## src/hdl/terminal_key_escape_decoder_macros.svh

```systemverilog
// Assertion macros for the terminal key escape decoder.
// Included by the RTL files that carry concurrent checks; no other dependency.
`ifndef TERMINAL_KEY_ESCAPE_DECODER_MACROS_SVH
`define TERMINAL_KEY_ESCAPE_DECODER_MACROS_SVH
`ifndef SYNTH
// expr holds at every clock edge outside reset
`define TKED_ASSERT(name, expr) \
  name: assert property (@(posedge clk_i) disable iff (!rst_ni) (expr)) \
    else $error("assertion failed");
// ante at one edge implies cons at the next edge
`define TKED_ASSERT_NEXT(name, ante, cons) \
  name: assert property (@(posedge clk_i) disable iff (!rst_ni) (ante) |=> (cons)) \
    else $error("assertion failed");
`else
`define TKED_ASSERT(name, expr)
`define TKED_ASSERT_NEXT(name, ante, cons)
`endif
`endif

```

## src/hdl/tked_pkg.sv

```systemverilog
// Package of the terminal key escape decoder: byte codes, register indexes
// and the constant table of known key sequences. No dependencies.
`default_nettype none

package tked_pkg;

  localparam int unsigned KEY_COUNT   = 61;
  localparam int unsigned KEY_IDX_W   = 6;
  localparam int unsigned KEY_MAX_LEN = 5;
  localparam int unsigned CFG_IDX_W   = 2;

  localparam logic [CFG_IDX_W-1:0] CFG_TIMEOUT = 2'd0;
  localparam logic [CFG_IDX_W-1:0] CFG_DOORWAY = 2'd1;

  localparam logic [7:0] CH_NUL  = 8'h00;
  localparam logic [7:0] CH_LF   = 8'h0A;
  localparam logic [7:0] CH_ESC  = 8'h1B;
  localparam logic [7:0] CH_0    = 8'h30;
  localparam logic [7:0] CH_9    = 8'h39;
  localparam logic [7:0] CH_SEMI = 8'h3B;
  localparam logic [7:0] CH_QM   = 8'h3F;
  localparam logic [7:0] CH_O    = 8'h4F;
  localparam logic [7:0] CH_R    = 8'h52;
  localparam logic [7:0] CH_LBR  = 8'h5B;
  localparam logic [7:0] CH_E0   = 8'hE0;

  typedef struct packed {
    logic [2:0]                   len;
    logic [KEY_MAX_LEN-1:0][7:0]  text;  // text[0] is ESC
    logic [7:0]                   code;
  } key_entry_t;

  function automatic key_entry_t mk(input logic [2:0] n, input logic [7:0] c1,
                                    input logic [7:0] c2, input logic [7:0] c3,
                                    input logic [7:0] c4, input logic [7:0] code);
    key_entry_t e;
    e.len  = n;
    e.text = {c4, c3, c2, c1, CH_ESC};
    e.code = code;
    return e;
  endfunction

  function automatic key_entry_t key_rom(input logic [KEY_IDX_W-1:0] idx);
    key_entry_t e;
    e = '0;
    case (idx)
      6'd0:  e = mk(3'd2, "A", 8'h00, 8'h00, 8'h00, 8'h48);
      6'd1:  e = mk(3'd2, "B", 8'h00, 8'h00, 8'h00, 8'h50);
      6'd2:  e = mk(3'd2, "C", 8'h00, 8'h00, 8'h00, 8'h4d);
      6'd3:  e = mk(3'd2, "D", 8'h00, 8'h00, 8'h00, 8'h4b);
      6'd4:  e = mk(3'd2, "H", 8'h00, 8'h00, 8'h00, 8'h47);
      6'd5:  e = mk(3'd2, "K", 8'h00, 8'h00, 8'h00, 8'h4f);
      6'd6:  e = mk(3'd2, "P", 8'h00, 8'h00, 8'h00, 8'h3b);
      6'd7:  e = mk(3'd2, "Q", 8'h00, 8'h00, 8'h00, 8'h3c);
      6'd8:  e = mk(3'd3, "?", "w", 8'h00, 8'h00, 8'h3d);
      6'd9:  e = mk(3'd3, "?", "x", 8'h00, 8'h00, 8'h3e);
      6'd10: e = mk(3'd3, "?", "t", 8'h00, 8'h00, 8'h3f);
      6'd11: e = mk(3'd3, "?", "u", 8'h00, 8'h00, 8'h40);
      6'd12: e = mk(3'd3, "?", "q", 8'h00, 8'h00, 8'h41);
      6'd13: e = mk(3'd3, "?", "r", 8'h00, 8'h00, 8'h42);
      6'd14: e = mk(3'd3, "?", "p", 8'h00, 8'h00, 8'h43);
      6'd15: e = mk(3'd3, "[", "A", 8'h00, 8'h00, 8'h48);
      6'd16: e = mk(3'd3, "[", "B", 8'h00, 8'h00, 8'h50);
      6'd17: e = mk(3'd3, "[", "C", 8'h00, 8'h00, 8'h4d);
      6'd18: e = mk(3'd3, "[", "D", 8'h00, 8'h00, 8'h4b);
      6'd19: e = mk(3'd3, "[", "M", 8'h00, 8'h00, 8'h49);
      6'd20: e = mk(3'd3, "[", "H", 8'h00, 8'h00, 8'h47);
      6'd21: e = mk(3'd3, "[", "K", 8'h00, 8'h00, 8'h4f);
      6'd22: e = mk(3'd3, "O", "P", 8'h00, 8'h00, 8'h3b);
      6'd23: e = mk(3'd3, "O", "Q", 8'h00, 8'h00, 8'h3c);
      6'd24: e = mk(3'd3, "O", "R", 8'h00, 8'h00, 8'h3d);
      6'd25: e = mk(3'd3, "O", "S", 8'h00, 8'h00, 8'h3e);
      6'd26: e = mk(3'd4, "[", "1", "~", 8'h00, 8'h47);
      6'd27: e = mk(3'd4, "[", "2", "~", 8'h00, 8'h52);
      6'd28: e = mk(3'd4, "[", "3", "~", 8'h00, 8'h53);
      6'd29: e = mk(3'd4, "[", "4", "~", 8'h00, 8'h4f);
      6'd30: e = mk(3'd4, "[", "5", "~", 8'h00, 8'h49);
      6'd31: e = mk(3'd4, "[", "6", "~", 8'h00, 8'h51);
      6'd32: e = mk(3'd5, "[", "1", "7", "~", 8'h40);
      6'd33: e = mk(3'd5, "[", "1", "8", "~", 8'h41);
      6'd34: e = mk(3'd5, "[", "1", "9", "~", 8'h42);
      6'd35: e = mk(3'd5, "[", "2", "0", "~", 8'h43);
      6'd36: e = mk(3'd5, "[", "2", "1", "~", 8'h44);
      6'd37: e = mk(3'd5, "[", "2", "3", "~", 8'h85);
      6'd38: e = mk(3'd5, "[", "2", "4", "~", 8'h86);
      6'd39: e = mk(3'd5, "[", "1", "5", "~", 8'h3f);
      6'd40: e = mk(3'd5, "[", "1", "1", "~", 8'h3b);
      6'd41: e = mk(3'd5, "[", "1", "2", "~", 8'h3c);
      6'd42: e = mk(3'd5, "[", "1", "3", "~", 8'h3d);
      6'd43: e = mk(3'd5, "[", "1", "4", "~", 8'h3e);
      6'd44: e = mk(3'd3, "[", "L", 8'h00, 8'h00, 8'h47);
      6'd45: e = mk(3'd3, "O", "w", 8'h00, 8'h00, 8'h3d);
      6'd46: e = mk(3'd3, "O", "x", 8'h00, 8'h00, 8'h3e);
      6'd47: e = mk(3'd3, "O", "t", 8'h00, 8'h00, 8'h3f);
      6'd48: e = mk(3'd3, "O", "u", 8'h00, 8'h00, 8'h40);
      6'd49: e = mk(3'd3, "O", "q", 8'h00, 8'h00, 8'h41);
      6'd50: e = mk(3'd3, "O", "r", 8'h00, 8'h00, 8'h42);
      6'd51: e = mk(3'd3, "O", "p", 8'h00, 8'h00, 8'h43);
      6'd52: e = mk(3'd3, "[", "V", 8'h00, 8'h00, 8'h49);
      6'd53: e = mk(3'd3, "[", "U", 8'h00, 8'h00, 8'h51);
      6'd54: e = mk(3'd3, "[", "@", 8'h00, 8'h00, 8'h52);
      6'd55: e = mk(3'd3, "O", "A", 8'h00, 8'h00, 8'h48);
      6'd56: e = mk(3'd3, "O", "B", 8'h00, 8'h00, 8'h50);
      6'd57: e = mk(3'd3, "O", "C", 8'h00, 8'h00, 8'h4d);
      6'd58: e = mk(3'd3, "O", "D", 8'h00, 8'h00, 8'h4b);
      6'd59: e = mk(3'd3, "O", "H", 8'h00, 8'h00, 8'h47);
      6'd60: e = mk(3'd3, "O", "K", 8'h00, 8'h00, 8'h4f);
      default: e = '0;  // len 0 never matches a live sequence
    endcase
    return e;
  endfunction

endpackage

`default_nettype wire

```

## src/hdl/terminal_key_escape_decoder.sv

```systemverilog
// Terminal key escape decoder, top level.
// Depends on tked_pkg, tked_ram and terminal_key_escape_decoder_macros.svh.
//
// Usage:
// - Input channel (in_valid_i/in_ready_o): kind_i = 0 carries a received byte
//   in rx_byte_i, kind_i = 1 carries one idle tick.
// - Output channel (out_valid_o/out_ready_i): key bytes (result_kind_o = 0)
//   or screen size updates (result_kind_o = 1), each with the current size;
//   last_o marks the final result caused by one input transfer.
// - Config port: cfg_we_i writes cfg_wdata_i to register cfg_index_i
//   (0 = timeout ticks, 1 = doorway enable) at once; other indexes ignored.
// Timing: one item is handled at a time; in_ready_o is high only while the
// sequencer is idle. A plain byte gives its result via state ST_EMIT_B and
// the output register. A finished escape sequence is looked up against the
// 61-entry key table one entry per cycle. A raw replay or a position report
// reads the sequence buffer RAM back byte by byte, each through a read state
// and an output or check state, set by the registered RAM read port. Bytes
// that only extend a sequence, unexpired ticks and dropped bytes stay in idle.
// Reset: parse state idle, timeout 500, doorway off, screen 24 x 80. The
// buffer RAM needs no clearing; only written entries are ever read.
// Output stall: the output register holds its result until taken; a state
// that loads a result waits for it, but idle still takes new input.
`default_nettype none

module terminal_key_escape_decoder #(
  parameter int unsigned SEQ_DEPTH = 64
) (
  input  wire                            clk_i,
  input  wire                            rst_ni,
  input  wire                            in_valid_i,
  output logic                           in_ready_o,
  input  wire                            kind_i,
  input  wire  [7:0]                     rx_byte_i,
  output logic                           out_valid_o,
  input  wire                            out_ready_i,
  output logic                           result_kind_o,
  output logic [7:0]                     key_value_o,
  output logic [7:0]                     rows_o,
  output logic [7:0]                     cols_o,
  output logic                           last_o,
  input  wire                            cfg_we_i,
  input  wire  [tked_pkg::CFG_IDX_W-1:0] cfg_index_i,
  input  wire  [15:0]                    cfg_wdata_i
);

  localparam int unsigned AW = $clog2(SEQ_DEPTH);
  localparam int unsigned KW = tked_pkg::KEY_IDX_W;
  localparam int unsigned HL = tked_pkg::KEY_MAX_LEN;

  typedef enum logic [1:0] {
    MODE_IDLE   = 2'd0,
    MODE_ESC    = 2'd1,
    MODE_NUL    = 2'd2,
    MODE_NUL_E0 = 2'd3
  } mode_e;

  typedef enum logic [9:0] {
    ST_IDLE    = 10'b0000000001,
    ST_MATCH   = 10'b0000000010,
    ST_EMIT_A  = 10'b0000000100,
    ST_EMIT_B  = 10'b0000001000,
    ST_REP_RD  = 10'b0000010000,
    ST_REP_OUT = 10'b0000100000,
    ST_POS_RD  = 10'b0001000000,
    ST_POS_CHK = 10'b0010000000,
    ST_POS_END = 10'b0100000000,
    ST_EMIT_S  = 10'b1000000000
  } state_e;

  // position report parse phases
  localparam logic [1:0] PH_ROW  = 2'd0;
  localparam logic [1:0] PH_COL  = 2'd1;
  localparam logic [1:0] PH_DONE = 2'd2;

  state_e                state_q, state_d;
  mode_e                 mode_q, mode_d;
  logic [AW-1:0]         len_q, len_d;
  logic [15:0]           timer_q, timer_d;
  logic [7:0]            rows_q, rows_d, cols_q, cols_d;
  logic [15:0]           tmo_q;
  logic                  door_q;
  logic [HL-1:0][7:0]    head_q, head_d;
  logic [7:0]            byte_q, byte_d;
  logic [AW-1:0]         idx_q, idx_d;
  logic [KW-1:0]         kidx_q, kidx_d;
  logic [9:0]            row_q, row_d, col_q, col_d;
  logic [1:0]            phase_q, phase_d;
  logic                  bad_q, bad_d;

  logic                  out_valid_q, out_kind_q, out_last_q;
  logic [7:0]            out_val_q, out_rows_q, out_cols_q;
  logic                  out_free, load;
  logic                  ld_kind, ld_last;
  logic [7:0]            ld_val;

  logic                  ram_we;
  logic [7:0]            ram_rdata;
  logic [AW:0]           len_inc;
  logic                  ch_ext;
  tked_pkg::key_entry_t  ent;
  logic                  hit;
  logic                  c_digit;
  logic [13:0]           num_in, num_prod;
  logic [9:0]            num_sat;
  logic [7:0]            row_fin, col_fin;

  // buffer RAM
  tked_ram #(
    .WIDTH (8),
    .DEPTH (SEQ_DEPTH)
  ) u_buf (
    .clk_i   (clk_i),
    .we_i    (ram_we),
    .waddr_i (len_q),
    .wdata_i (rx_byte_i),
    .raddr_i (idx_q),
    .rdata_o (ram_rdata)
  );

  assign in_ready_o = (state_q == ST_IDLE);
  assign out_free   = !out_valid_q || out_ready_i;
  assign len_inc    = {1'b0, len_q} + (AW+1)'(1);
  assign ch_ext     = ((rx_byte_i >= tked_pkg::CH_0) && (rx_byte_i <= tked_pkg::CH_9)) ||
                      (rx_byte_i == tked_pkg::CH_SEMI) || (rx_byte_i == tked_pkg::CH_QM) ||
                      ((len_inc == (AW+1)'(2)) &&
                       ((rx_byte_i == tked_pkg::CH_LBR) || (rx_byte_i == tked_pkg::CH_O)));

  // table compare for the current entry
  assign ent = tked_pkg::key_rom(kidx_q);
  always_comb begin
    hit = (AW'(ent.len) == len_q);
    for (int j = 0; j < HL; j++) begin
      if ((3'(j) < ent.len) && (head_q[j] != ent.text[j])) begin
        hit = 1'b0;
      end
    end
  end

  // decimal accumulate for the position report, saturating at 1000
  assign c_digit  = (ram_rdata >= tked_pkg::CH_0) && (ram_rdata <= tked_pkg::CH_9);
  assign num_in   = {4'b0, (phase_q == PH_ROW) ? row_q : col_q};
  assign num_prod = num_in * 14'd10 + {10'b0, ram_rdata[3:0]};
  assign num_sat  = (num_prod > 14'd1000) ? 10'd1000 : num_prod[9:0];
  assign row_fin  = (row_q > 10'd255) ? 8'hFF : row_q[7:0];
  assign col_fin  = (col_q > 10'd255) ? 8'hFF : col_q[7:0];

  always_comb begin
    state_d = state_q;
    mode_d  = mode_q;
    len_d   = len_q;
    timer_d = timer_q;
    rows_d  = rows_q;
    cols_d  = cols_q;
    head_d  = head_q;
    byte_d  = byte_q;
    idx_d   = idx_q;
    kidx_d  = kidx_q;
    row_d   = row_q;
    col_d   = col_q;
    phase_d = phase_q;
    bad_d   = bad_q;
    ram_we  = 1'b0;
    load    = 1'b0;
    ld_kind = 1'b0;
    ld_val  = 8'h00;
    ld_last = 1'b0;

    unique case (state_q)
      ST_IDLE: begin
        if (in_valid_i) begin
          if (kind_i) begin
            if (mode_q == MODE_ESC) begin
              if (timer_q <= 16'd1) begin
                idx_d   = '0;
                state_d = ST_REP_RD;
              end else begin
                timer_d = timer_q - 16'd1;
              end
            end
          end else begin
            unique case (mode_q)
              MODE_NUL_E0: begin
                byte_d  = rx_byte_i;
                mode_d  = MODE_IDLE;
                state_d = ST_EMIT_A;
              end
              MODE_NUL: begin
                if (rx_byte_i == tked_pkg::CH_E0) begin
                  mode_d = MODE_NUL_E0;
                end else begin
                  byte_d  = rx_byte_i;
                  mode_d  = MODE_IDLE;
                  state_d = ST_EMIT_A;
                end
              end
              MODE_ESC: begin
                ram_we  = 1'b1;
                len_d   = len_inc[AW-1:0];
                timer_d = tmo_q;
                byte_d  = rx_byte_i;
                for (int j = 0; j < HL; j++) begin
                  if (len_q == AW'(j)) begin
                    head_d[j] = rx_byte_i;
                  end
                end
                if (len_inc >= (AW+1)'(SEQ_DEPTH - 2)) begin
                  // buffer full: replay everything, this byte included
                  idx_d   = '0;
                  state_d = ST_REP_RD;
                end else if (!ch_ext) begin
                  kidx_d  = '0;
                  state_d = ST_MATCH;
                end
              end
              default: begin
                if (rx_byte_i == tked_pkg::CH_ESC) begin
                  ram_we    = 1'b1;
                  head_d[0] = rx_byte_i;
                  len_d     = AW'(1);
                  mode_d    = MODE_ESC;
                  timer_d   = tmo_q;
                end else if (rx_byte_i == tked_pkg::CH_LF) begin
                  // dropped
                end else if (door_q && (rx_byte_i == tked_pkg::CH_NUL)) begin
                  mode_d = MODE_NUL;
                end else begin
                  byte_d  = rx_byte_i;
                  state_d = ST_EMIT_B;
                end
              end
            endcase
          end
        end
      end

      ST_MATCH: begin
        if (hit) begin
          byte_d  = ent.code;
          mode_d  = MODE_IDLE;
          len_d   = '0;
          timer_d = '0;
          state_d = ST_EMIT_A;
        end else if (kidx_q == KW'(tked_pkg::KEY_COUNT - 1)) begin
          idx_d = '0;
          if (byte_q == tked_pkg::CH_R) begin
            row_d   = '0;
            col_d   = '0;
            phase_d = PH_ROW;
            bad_d   = 1'b0;
            state_d = ST_POS_RD;
          end else begin
            state_d = ST_REP_RD;
          end
        end else begin
          kidx_d = kidx_q + KW'(1);
        end
      end

      ST_EMIT_A: begin
        if (out_free) begin
          load    = 1'b1;
          state_d = ST_EMIT_B;
        end
      end

      ST_EMIT_B: begin
        if (out_free) begin
          load    = 1'b1;
          ld_val  = byte_q;
          ld_last = 1'b1;
          state_d = ST_IDLE;
        end
      end

      ST_REP_RD: begin
        state_d = ST_REP_OUT;
      end

      ST_REP_OUT: begin
        if (out_free) begin
          load   = 1'b1;
          ld_val = ram_rdata;
          if (idx_q == len_q - AW'(1)) begin
            ld_last = 1'b1;
            mode_d  = MODE_IDLE;
            len_d   = '0;
            timer_d = '0;
            state_d = ST_IDLE;
          end else begin
            idx_d   = idx_q + AW'(1);
            state_d = ST_REP_RD;
          end
        end
      end

      ST_POS_RD: begin
        state_d = ST_POS_CHK;
      end

      ST_POS_CHK: begin
        if (!(c_digit || (ram_rdata == tked_pkg::CH_ESC) || (ram_rdata == tked_pkg::CH_LBR) ||
              (ram_rdata == tked_pkg::CH_SEMI) || (ram_rdata == tked_pkg::CH_R))) begin
          bad_d = 1'b1;
        end
        if (idx_q >= AW'(2)) begin
          case (phase_q)
            PH_ROW: begin
              if (c_digit) begin
                row_d = num_sat;
              end else if (ram_rdata == tked_pkg::CH_SEMI) begin
                phase_d = PH_COL;
              end else begin
                phase_d = PH_DONE;
              end
            end
            PH_COL: begin
              if (c_digit) begin
                col_d = num_sat;
              end else begin
                phase_d = PH_DONE;
              end
            end
            default: ;
          endcase
        end
        if (idx_q == len_q - AW'(1)) begin
          state_d = ST_POS_END;
        end else begin
          idx_d   = idx_q + AW'(1);
          state_d = ST_POS_RD;
        end
      end

      ST_POS_END: begin
        mode_d  = MODE_IDLE;
        len_d   = '0;
        timer_d = '0;
        state_d = ST_IDLE;
        if (!bad_q && (row_fin > rows_q)) begin
          rows_d = row_fin;
          if (col_fin > cols_q) begin
            cols_d = col_fin;
          end
          state_d = ST_EMIT_S;
        end
      end

      ST_EMIT_S: begin
        if (out_free) begin
          load    = 1'b1;
          ld_kind = 1'b1;
          ld_last = 1'b1;
          state_d = ST_IDLE;
        end
      end

      default: state_d = ST_IDLE;
    endcase
  end

  always_ff @(posedge clk_i or negedge rst_ni) begin
    if (!rst_ni) begin
      state_q     <= ST_IDLE;
      mode_q      <= MODE_IDLE;
      len_q       <= '0;
      timer_q     <= '0;
      rows_q      <= 8'd24;
      cols_q      <= 8'd80;
      tmo_q       <= 16'd500;
      door_q      <= 1'b0;
      out_valid_q <= 1'b0;
    end else begin
      state_q <= state_d;
      mode_q  <= mode_d;
      len_q   <= len_d;
      timer_q <= timer_d;
      rows_q  <= rows_d;
      cols_q  <= cols_d;
      if (cfg_we_i) begin
        case (cfg_index_i)
          tked_pkg::CFG_TIMEOUT: tmo_q  <= cfg_wdata_i;
          tked_pkg::CFG_DOORWAY: door_q <= cfg_wdata_i[0];
          default: ;
        endcase
      end
      if (load) begin
        out_valid_q <= 1'b1;
      end else if (out_ready_i) begin
        out_valid_q <= 1'b0;
      end
    end
  end

  // datapath, no reset needed
  always_ff @(posedge clk_i) begin
    head_q  <= head_d;
    byte_q  <= byte_d;
    idx_q   <= idx_d;
    kidx_q  <= kidx_d;
    row_q   <= row_d;
    col_q   <= col_d;
    phase_q <= phase_d;
    bad_q   <= bad_d;
    if (load) begin
      out_kind_q <= ld_kind;
      out_val_q  <= ld_val;
      out_last_q <= ld_last;
      out_rows_q <= rows_q;
      out_cols_q <= cols_q;
    end
  end

  assign out_valid_o   = out_valid_q;
  assign result_kind_o = out_kind_q;
  assign key_value_o   = out_val_q;
  assign rows_o        = out_rows_q;
  assign cols_o        = out_cols_q;
  assign last_o        = out_last_q;

`include "terminal_key_escape_decoder_macros.svh"

  // fill reaches the full mark only while the overflow replay runs
  `TKED_ASSERT(a_len_bound, ({1'b0, len_q} <= (AW+1)'(SEQ_DEPTH - 2)))
  // outside an escape sequence the buffer is empty
  `TKED_ASSERT(a_len_mode, ((mode_q == MODE_ESC) || (len_q == '0)))
  // screen size only grows
  `TKED_ASSERT_NEXT(a_rows_grow, 1'b1, ((rows_q >= $past(rows_q)) && (cols_q >= $past(cols_q))))

endmodule

`default_nettype wire

```

## src/hdl/tked_ram.sv

```systemverilog
// Generic single-write, single-read RAM with registered read data.
// Used for the escape sequence buffer; no dependencies.
`default_nettype none

module tked_ram #(
  parameter int unsigned WIDTH = 8,
  parameter int unsigned DEPTH = 64
) (
  input  wire                      clk_i,
  input  wire                      we_i,
  input  wire [$clog2(DEPTH)-1:0]  waddr_i,
  input  wire [WIDTH-1:0]          wdata_i,
  input  wire [$clog2(DEPTH)-1:0]  raddr_i,
  output logic [WIDTH-1:0]         rdata_o
);

  logic [WIDTH-1:0] mem [DEPTH];

  always_ff @(posedge clk_i) begin
    if (we_i) begin
      mem[waddr_i] <= wdata_i;
    end
    rdata_o <= mem[raddr_i];
  end

endmodule

`default_nettype wire

```

## config.mk

```make
export PLATFORM = sky130hd
export DESIGN_NAME = terminal_key_escape_decoder
export DESIGN_NICKNAME = d
export VERILOG_FILES = /design/src/hdl/tked_pkg.sv /design/src/hdl/terminal_key_escape_decoder.sv /design/src/hdl/tked_ram.sv
export VERILOG_INCLUDE_DIRS = /design/src /design/src/hdl
export SDC_FILE = /design/constraint.sdc
export NUM_CORES = 1
export LEC_CHECK = 0
export BUFFER_PORTS_ARGS = -buffer_cell sky130_fd_sc_hd__buf_2
export CORE_ASPECT_RATIO = 1.75
export CORE_MARGIN = 3
export CORE_UTILIZATION = 64
export DETAILED_ROUTE_END_ITERATION = 10
export PLACE_DENSITY = 0.82
export SETUP_SLACK_MARGIN = 0.02
export SKIP_CTS_REPAIR_TIMING = 1
export SYNTH_ARGS = -nofsm -noshare
export SYNTH_HDL_FRONTEND = slang
export SYNTH_SLANG_ARGS = --single-unit
```

## constraint.sdc

```tcl
create_clock -name clk_i -period 11.4 [get_ports clk_i]
set_input_delay 0.57 -clock clk_i [delete_from_list [all_inputs] [get_ports clk_i]]
set_output_delay 0.57 -clock clk_i [all_outputs]
set_load 0.05 [all_outputs]
```

==> out/qor.yml, run 1 <==
sta:
  tns_ns: 0
  max_freq_ghz: 0.182
  final-max-slew-violation-count: 0
  worst-slew-pin-transition_ns: 1.23
  rsz0062_at_grt: "no"
  holdWs_ns: 0.162
  fin_crit_ns: 5.50
  setup_viol_count_final: 0
  fin_crit_sh_pct: 48.2
  hold_viol: 0
  skew_ns: 0.0550
  slew_headroom_pct: 17.9
drt:
  drtIter0Drc: 2132
  num_vias: 18899
  post-route-drc-count: 0
  wl_um: 78100
  ant_nets: 0
  dr.pass1.iters: 5
  post_drt_wl_per_cell_um: 27.8
  vias_per_cell: 6.72
synthesis:
  netlist_instances: 2061
  ys_types: 96
  synth-warning-count: 0
  synth_edf_count: 621
  seq_area_frac_synth_pct: 65.9
  synthesis.nets: 2155
  syn-cell-area_um2: 32100
  postSynthAreaPerCell_um2: 15.6
  synth-seq-cells: 729
  ys.flop_type: "edfxtp_1"
  async_reset_ff_share_pct: 9.33
final_layout:
  final_nets: 2196
  register_area_um2: 21200
  multiInputGateArea_um2: 10300
  area_growth_pct: 8.93
  drive_above_1_share_pct: 19.7
  fillerInstances: 3081
global_routing:
  grt_max_degree: 94
  grt_pass1_vias: 19468
  grt_first_pass_wirelength_um: 119000
  antenna_found_initial: 0
  overflow: 0
  grt_usage_pct: 29.9
clocking:
  clock-root-buffer: "clkbuf_16"
  numCtsBuffers: 60
  clk_latency_ns: 0.64
  cts_buffer_depth: 3
  htree_num_levels: 2
  cts_tree: "yes"
  clk_pin_slew_ns: 0.07
  clock_sinks: 729
critical_path:
  path_class: "reg -> reg"
  cp-start-kind: "flop"
  end_kind: "flop"
  cp_max_fo: 21
  worstPathArrival_ns: 6.03
  required_ns: 11.94
die:
  start_util_pct: 64.7
  dieArea_um2: 53000
  ios: 60
  num_rows: 108
  die_y_um: 302
  die_w_um: 175
  core-area_um2: 49600
run:
  cap_violations: 0
power:
  total_power_mw: 7.22
  switching_share_pct: 30.7
  p_comb_share_pct: 27.4
  pwr-share-clk_pct: 29.3
  power_per_cell_area_nw_per_um2: 207
  p_seq_share_pct: 43.4
  intPower_mw: 5.00
  vdd_drop_max_uv: 169
  switchingPower_mw: 2.22
  power_leakage_nw: 11.7
placed_design:
  gp_congestion: 0.931
  hpwlAfterDp_um: 50200
  io_buffers: 59
hold_path:
  hp-class: "in -> async"
status:
  outcome: "finished clean"
## registers in the layout, indices dropped and copies added, names as in the netlist, 10 cells and up
register,flops
head_q,40
state_q,10
tmo_q,16
u_buf.mem,512
col_q,10
row_q,10
ent,32
timer_q,16
## area by class of cell
cell class | instances | share of cell area [%]
Sequential cell | 729 | 60.5
Multi-Input combinational cell | 1175 | 29.4
Clock buffer | 69 | 4.39
Tap cell | 660 | 2.36
Timing Repair Buffer | 86 | 1.46
Clock inverter | 44 | 1.33
Inverter | 50 | 0.544
Antenna cell | 1 | 0.00716
## per-stage QoR
stage	cell area, um^2	setup WS (ns)	utilization, %	std cells
after CTS	35000	6.14	70.5	2813
final	35000	5.90	70.5	2814
after global placement	33000	6.28	66.5	2700
after global routing	35000	5.62	70.5	2813
after detailed placement	33000	6.17	66.5	2700
after floorplan	32100	6.96	-	2061
## layout by cell type, fill, tap and decap left out, types with 14 or more instances in the layout
cell	count
a31oi_1	15
nand3_1	28
clkbuf_16	60
xor2_1	29
nor2_1	173
buf_2	59
buf_4	26
dfrtp_1	57
dfxtp_1	40
a21oi_1	75
mux2_2	33
mux4_2	165
and3_1	16
xnor2_1	29
nand2_1	115
edfxtp_1	621
a211oi_1	14
mux2i_1	23
nor3_1	34
or3_1	25
ha_1	60
inv_1	48
o21ai_0	79
nor4_1	17
## cells by family (layout without fill, tap and decap cells)
| logic type | after synthesis | after routing | synth area share [%] |
|---|---|---|---|
| AO/OA/AOI/OAI | 317 | 317 | 6.49 |
| XOR/XNOR | 58 | 58 | 1.58 |
| adder cells (fa/ha/maj) | 63 | 63 | 2.49 |
| buffers and inverters | 157 | 249 | 2.12 |
| flip-flops | 729 | 729 | 65.9 |
| multiplexers | 221 | 221 | 13.4 |
| other | 0 | 1 | 0 |
| AND/OR/NAND/NOR | 516 | 516 | 7.93 |
## power groups by stage
stage / Clock (mW) / Sequential [mW] / Combinational (mW)
6_report: 2.11 / 3.13 / 1.98
3_3_place_gp: 0 / 3.18 / 1.89
3_5_place_dp: 0 / 3.18 / 1.94
4_1_cts: 2.13 / 3.13 / 1.98
5_1_grt: 2.22 / 3.14 / 2.08
2_1_floorplan: 0 / 3.19 / 1.38
## synth_stat cells (28+ instances only)
master / n / area [um^2]
mux2_2: 33 / 372
dfrtp_1: 57 / 1430
nor2_1: 174 / 653
inv_1: 48 / 180
dfxtp_1: 40 / 801
ha_1: 60 / 751
edfxtp_1: 621 / 18600
clkbuf_1: 63 / 236
xnor2_1: 29 / 254
o21ai_0: 79 / 395
nand2_1: 115 / 432
a21oi_1: 76 / 380
nand3_1: 28 / 140
mux4_2: 165 / 3720
nor3_1: 34 / 170
xor2_1: 29 / 254
## final timing paths
path,from,endpoint,slack [ns],cells after the start
worst max-delay path,len_q[2]$_DFFE_PN0P_,ent[24]$_DFF_P_,5.90,13
worst min-delay path,rst_ni,timer_q[12]$_DFFE_PN0P_,0.16,2
worst min register to register,rows_q[7]$_DFFE_PN0P_,rows_o[7]$_DFFE_PP_,0.45,0
worst max register to register,len_q[2]$_DFFE_PN0P_,ent[24]$_DFF_P_,5.90,13
max in group asynchronous,rst_ni,len_q[0]$_DFFE_PN0P_,10.63,2
min in group clk_i,cfg_wdata_i[13],tmo_q[13]$_DFFE_PN0P_,0.18,2
## layer usage
layer	wire length [um]	part of all wire [%]	vias up	global-route usage [%]
li1	-	-	8133	-
met1	25900	33	9513	34.1
met2	42400	54	994	54.5
met3	5060	6.5	259	3.88
met4	4820	6.2	0	16.0
met5	0	0	-	0
## critical path, stage by stage, from the launching register on
cell and delay (ns):
dfrtp_1 0.70, nand3_1 0.64, or4_1 0.61, a31oi_1 0.36, a311oi_1 0.13, o21ai_1 0.41, nor2_1 0.12, a22oi_1 0.76
inv_1 0.31, ha_1 0.41, ha_1 0.38, nor2_1 0.08, o31ai_1 0.31, o32a_1 0.22
(Power assumes the default switching activity.)
==> inputs of run 2 (changes only) <==
--- a/config.mk
+++ b/config.mk
@@ -9,9 +9,9 @@
 export BUFFER_PORTS_ARGS = -buffer_cell sky130_fd_sc_hd__buf_2
 export CORE_ASPECT_RATIO = 1.75
 export CORE_MARGIN = 3
-export CORE_UTILIZATION = 64
+export CORE_UTILIZATION = 63
 export DETAILED_ROUTE_END_ITERATION = 10
-export PLACE_DENSITY = 0.82
+export PLACE_DENSITY = 0.81
 export SETUP_SLACK_MARGIN = 0.02
 export SKIP_CTS_REPAIR_TIMING = 1
 export SYNTH_ARGS = -nofsm -noshare
==> constraint.sdc (replaced) <==
create_clock -name clk_i -period 5.6 [get_ports clk_i]
set_input_delay 0.28 -clock clk_i [delete_from_list [all_inputs] [get_ports clk_i]]
set_output_delay 0.28 -clock clk_i [all_outputs]
set_load 0.05 [all_outputs]
==> run 2 against run 1 <==
Fmax up 12%. Global-route usage rose by 0.66 points. Clock-buffer cell count grew 3. Register-to-register slack lost 5.2 ns. Flip-flop and latch count did not move. Final cell count grew 0.92%. Critical path type unchanged.
==> out/qor.yml, run 2 (synthesis results as in run 1) <==
drt:
  drtIter0Drc: 2100  # was 2132
  post-route-drc-count: 0  # unchanged
  wl_um: 80900  # was 78100 um
  vias_per_cell: 6.76  # was 6.72
  ant_nets: 0  # unchanged
  post_drt_wl_per_cell_um: 28.5  # was 27.8 um
  dr.pass1.iters: 5  # unchanged
  num_vias: 19202  # was 18899
sta:
  holdWs_ns: 0.0124  # was 0.162 ns
  postLayoutSetupSlackWorst_ns: 0.692  # was 5.90 ns
  worst-slew-pin-transition_ns: 1.29  # was 1.23 ns
  hold_viol: 0  # unchanged
  final-max-slew-violation-count: 0  # unchanged
  skew_ns: 0.0297  # was 0.0550 ns
  fin_crit_ns: 4.91  # was 5.50 ns
  max_freq_ghz: 0.204  # was 0.182 GHz
  rsz0062_at_grt: "no"  # unchanged
  slew_headroom_pct: 11.4  # was 17.9%
  tns_ns: 0  # unchanged
  fin_crit_sh_pct: 87.6  # was 48.2%
  setup_viol_count_final: 0  # unchanged
critical_path:
  critPathTopFamily: "simple AND/OR/NAND/NOR gates"  # was compound AO/OA/AOI/OAI gates
  required_ns: 6.01  # was 11.94 ns
  cpMostUsedCell: "nor2_1"
  cpMaxStageDelayCell: "a211oi_1"  # was a22oi_1
  cp-start-kind: "flop"  # unchanged
  cp_max_fo: 10  # was 21
  reg2reg_depth: 14  # was 13
  worstPathArrival_ns: 5.32  # was 6.03 ns
  cp_slowest_stage_delay_ns: 0.93  # was 0.76 ns
  path_depth: 14  # was 13
  crit_chain: "nor2_1 > buf_4 > mux2i_1 > inv_1 > ha_1 > inv_1 > fa_1 > or3b_2 > nor2_1 > nand2_1 > nor2_1 > nand3_1 > a211oi_1 > nor3b_1"  # was nand3_1 > or4_1 > a31oi_1 > a311oi_1 > o21ai_1 > nor2_1 > a22oi_1 > inv_1 > ha_1 > ha_1 > nor2_1 > o31ai_1 > o32a_1
  end_kind: "flop"  # unchanged
  path_class: "reg -> reg"  # unchanged
  crit_buf_inv: 3  # was 1
global_routing:
  grt_pass1_vias: 19634  # was 19468
  grt_max_degree: 132  # was 94
  antenna_found_initial: 1  # was 0
  overflow: 0  # unchanged
  grt_first_pass_wirelength_um: 123000  # was 119000 um
  grt_usage_pct: 30.5  # was 29.9%
run:
  cap_violations: 0  # unchanged
die:
  dieArea_um2: 53800  # was 53000 um^2
  start_util_pct: 64.2  # was 64.7%
  num_rows: 108  # unchanged
  die_y_um: 305  # was 302 um
  ios: 60  # unchanged
  core-area_um2: 50000  # was 49600 um^2
  die_w_um: 177  # was 175 um
clocking:
  htree_num_levels: 2  # unchanged
  clk_latency_ns: 0.65  # was 0.64 ns
  numCtsBuffers: 60  # unchanged
  cts_buffer_depth: 3  # unchanged
  clock-root-buffer: "clkbuf_16"  # unchanged
  clk_pin_slew_ns: 0.07  # about the same
  clock_sinks: 729  # unchanged
  cts_tree: "yes"  # unchanged
final_layout:
  largest_reg_flops: 512  # unchanged
  mostFrequentLayoutCell: "edfxtp_1"  # unchanged
  final_nets: 2222  # was 2196
  antenna_cells: 0  # was 1
  area_growth_pct: 9.60  # was 8.93%
  final_cell_mix: "621 x edfxtp_1, 173 x nor2_1, 165 x mux4_2, 115 x nand2_1, 79 x o21ai_0"  # unchanged
  drive_above_1_share_pct: 19.5  # was 19.7%
  top_register: "u_buf.mem"  # unchanged
  design_area_um2: 35200  # was 35000 um^2
hold_path:
  hp-class: "in -> reg"  # was in -> async
  whs_path_depth: 3
placed_design:
  place_area_um2: 33000  # about the same
  pre_cts_slack_ns: 0.774  # was 6.17 ns
  io_buffers: 59  # unchanged
  gp_congestion: 0.954  # was 0.931
  hpwlAfterDp_um: 51900  # was 50200 um
power:
  power_leakage_nw: 11.8  # was 11.7 nW
  power_per_cell_area_nw_per_um2: 419  # was 207 nW/um^2
  vdd_drop_max_uv: 344  # was 169 uV
  total_power_mw: 14.7  # was 7.22 mW
status:
  outcome: "finished clean"  # unchanged
-- run 2: cell types whose count changed in the layout (fill, tap and decap cells not counted), moves of 2 or more --
cell | previous run | this run
clkinvlp_4 | 8 | 6
clkinv_1 | 10 | 17
buf_4 | 26 | 34
clkinv_2 | 12 | 6
clkbuf_8 | 0 | 2
dlygate4sd3_1 | 0 | 17
bufinv_16 | 7 | 5
-- run 2: through the flow --
step	util, %	std cells
finish	70.4	2840
global route	70.4	2840
CTS	70.0	2823
detailed placement	66.1	2709
global placement	66.1	2709
floorplan	-	2061
-- run 2: power by group --
group / switching [mW] / internal [mW] / leakage [nW]
Combinational: 2.29 / 1.78 / 4.10
Sequential: 0.320 / 6.12 / 6.72
Clock: 1.98 / 2.25 / 0.935
Total: 4.58 / 10.1 / 11.8
-- run 2: metal layers --
metal  wire (um)  global-route usage, %  vias up  share of wire [%]
met3        5800                   4.95      286                7.2
met1       25800                   34.5     9615                 32
met5           0                      0        -                  0
met2       43200                   54.0     1087                 53
met4        6080                   18.5        0                7.5
li1            -                      -     8214                  -
-- run 2: final cells by class --
class / count / area [um^2]
Multi-Input combinational cell: 1175 / 10300
Tap cell: 660 / 826
Timing Repair Buffer: 112 / 761
Clock buffer: 72 / 1570
Inverter: 50 / 190
Fill cell: 3040 / 14800
Sequential cell: 729 / 21200
Clock inverter: 42 / 403
-- run 2: worst paths after layout --
path / slack [ns] / endpoint / startpoint
max reg2reg: 0.69 / row_q[2]$_DFFE_PP_ / phase_q[1]$_SDFFCE_PN0P_
max in group asynchronous: 4.58 / cols_q[5]$_DFFE_PN0P_ / rst_ni
min in group asynchronous: 0.39 / tmo_q[9]$_DFFE_PN0P_ / rst_ni
max: 0.69 / row_q[2]$_DFFE_PP_ / phase_q[1]$_SDFFCE_PN0P_
min: 0.01 / door_q$_DFFE_PN0P_ / cfg_we_i
min reg2reg: 0.47 / rows_o[7]$_DFFE_PP_ / rows_q[7]$_DFFE_PN0P_
-- run 2: worst reg2reg max path, cell delays in order (launching register included) --
cell,delay (ns)
edfxtp_1,0.42
nor2_1,0.42
buf_4,0.29
mux2i_1,0.34
inv_1,0.08
ha_1,0.31
inv_1,0.06
fa_1,0.52
or3b_2,0.54
nor2_1,0.12
nand2_1,0.11
nor2_1,0.12
nand3_1,0.09
a211oi_1,0.93
nor3b_1,0.36
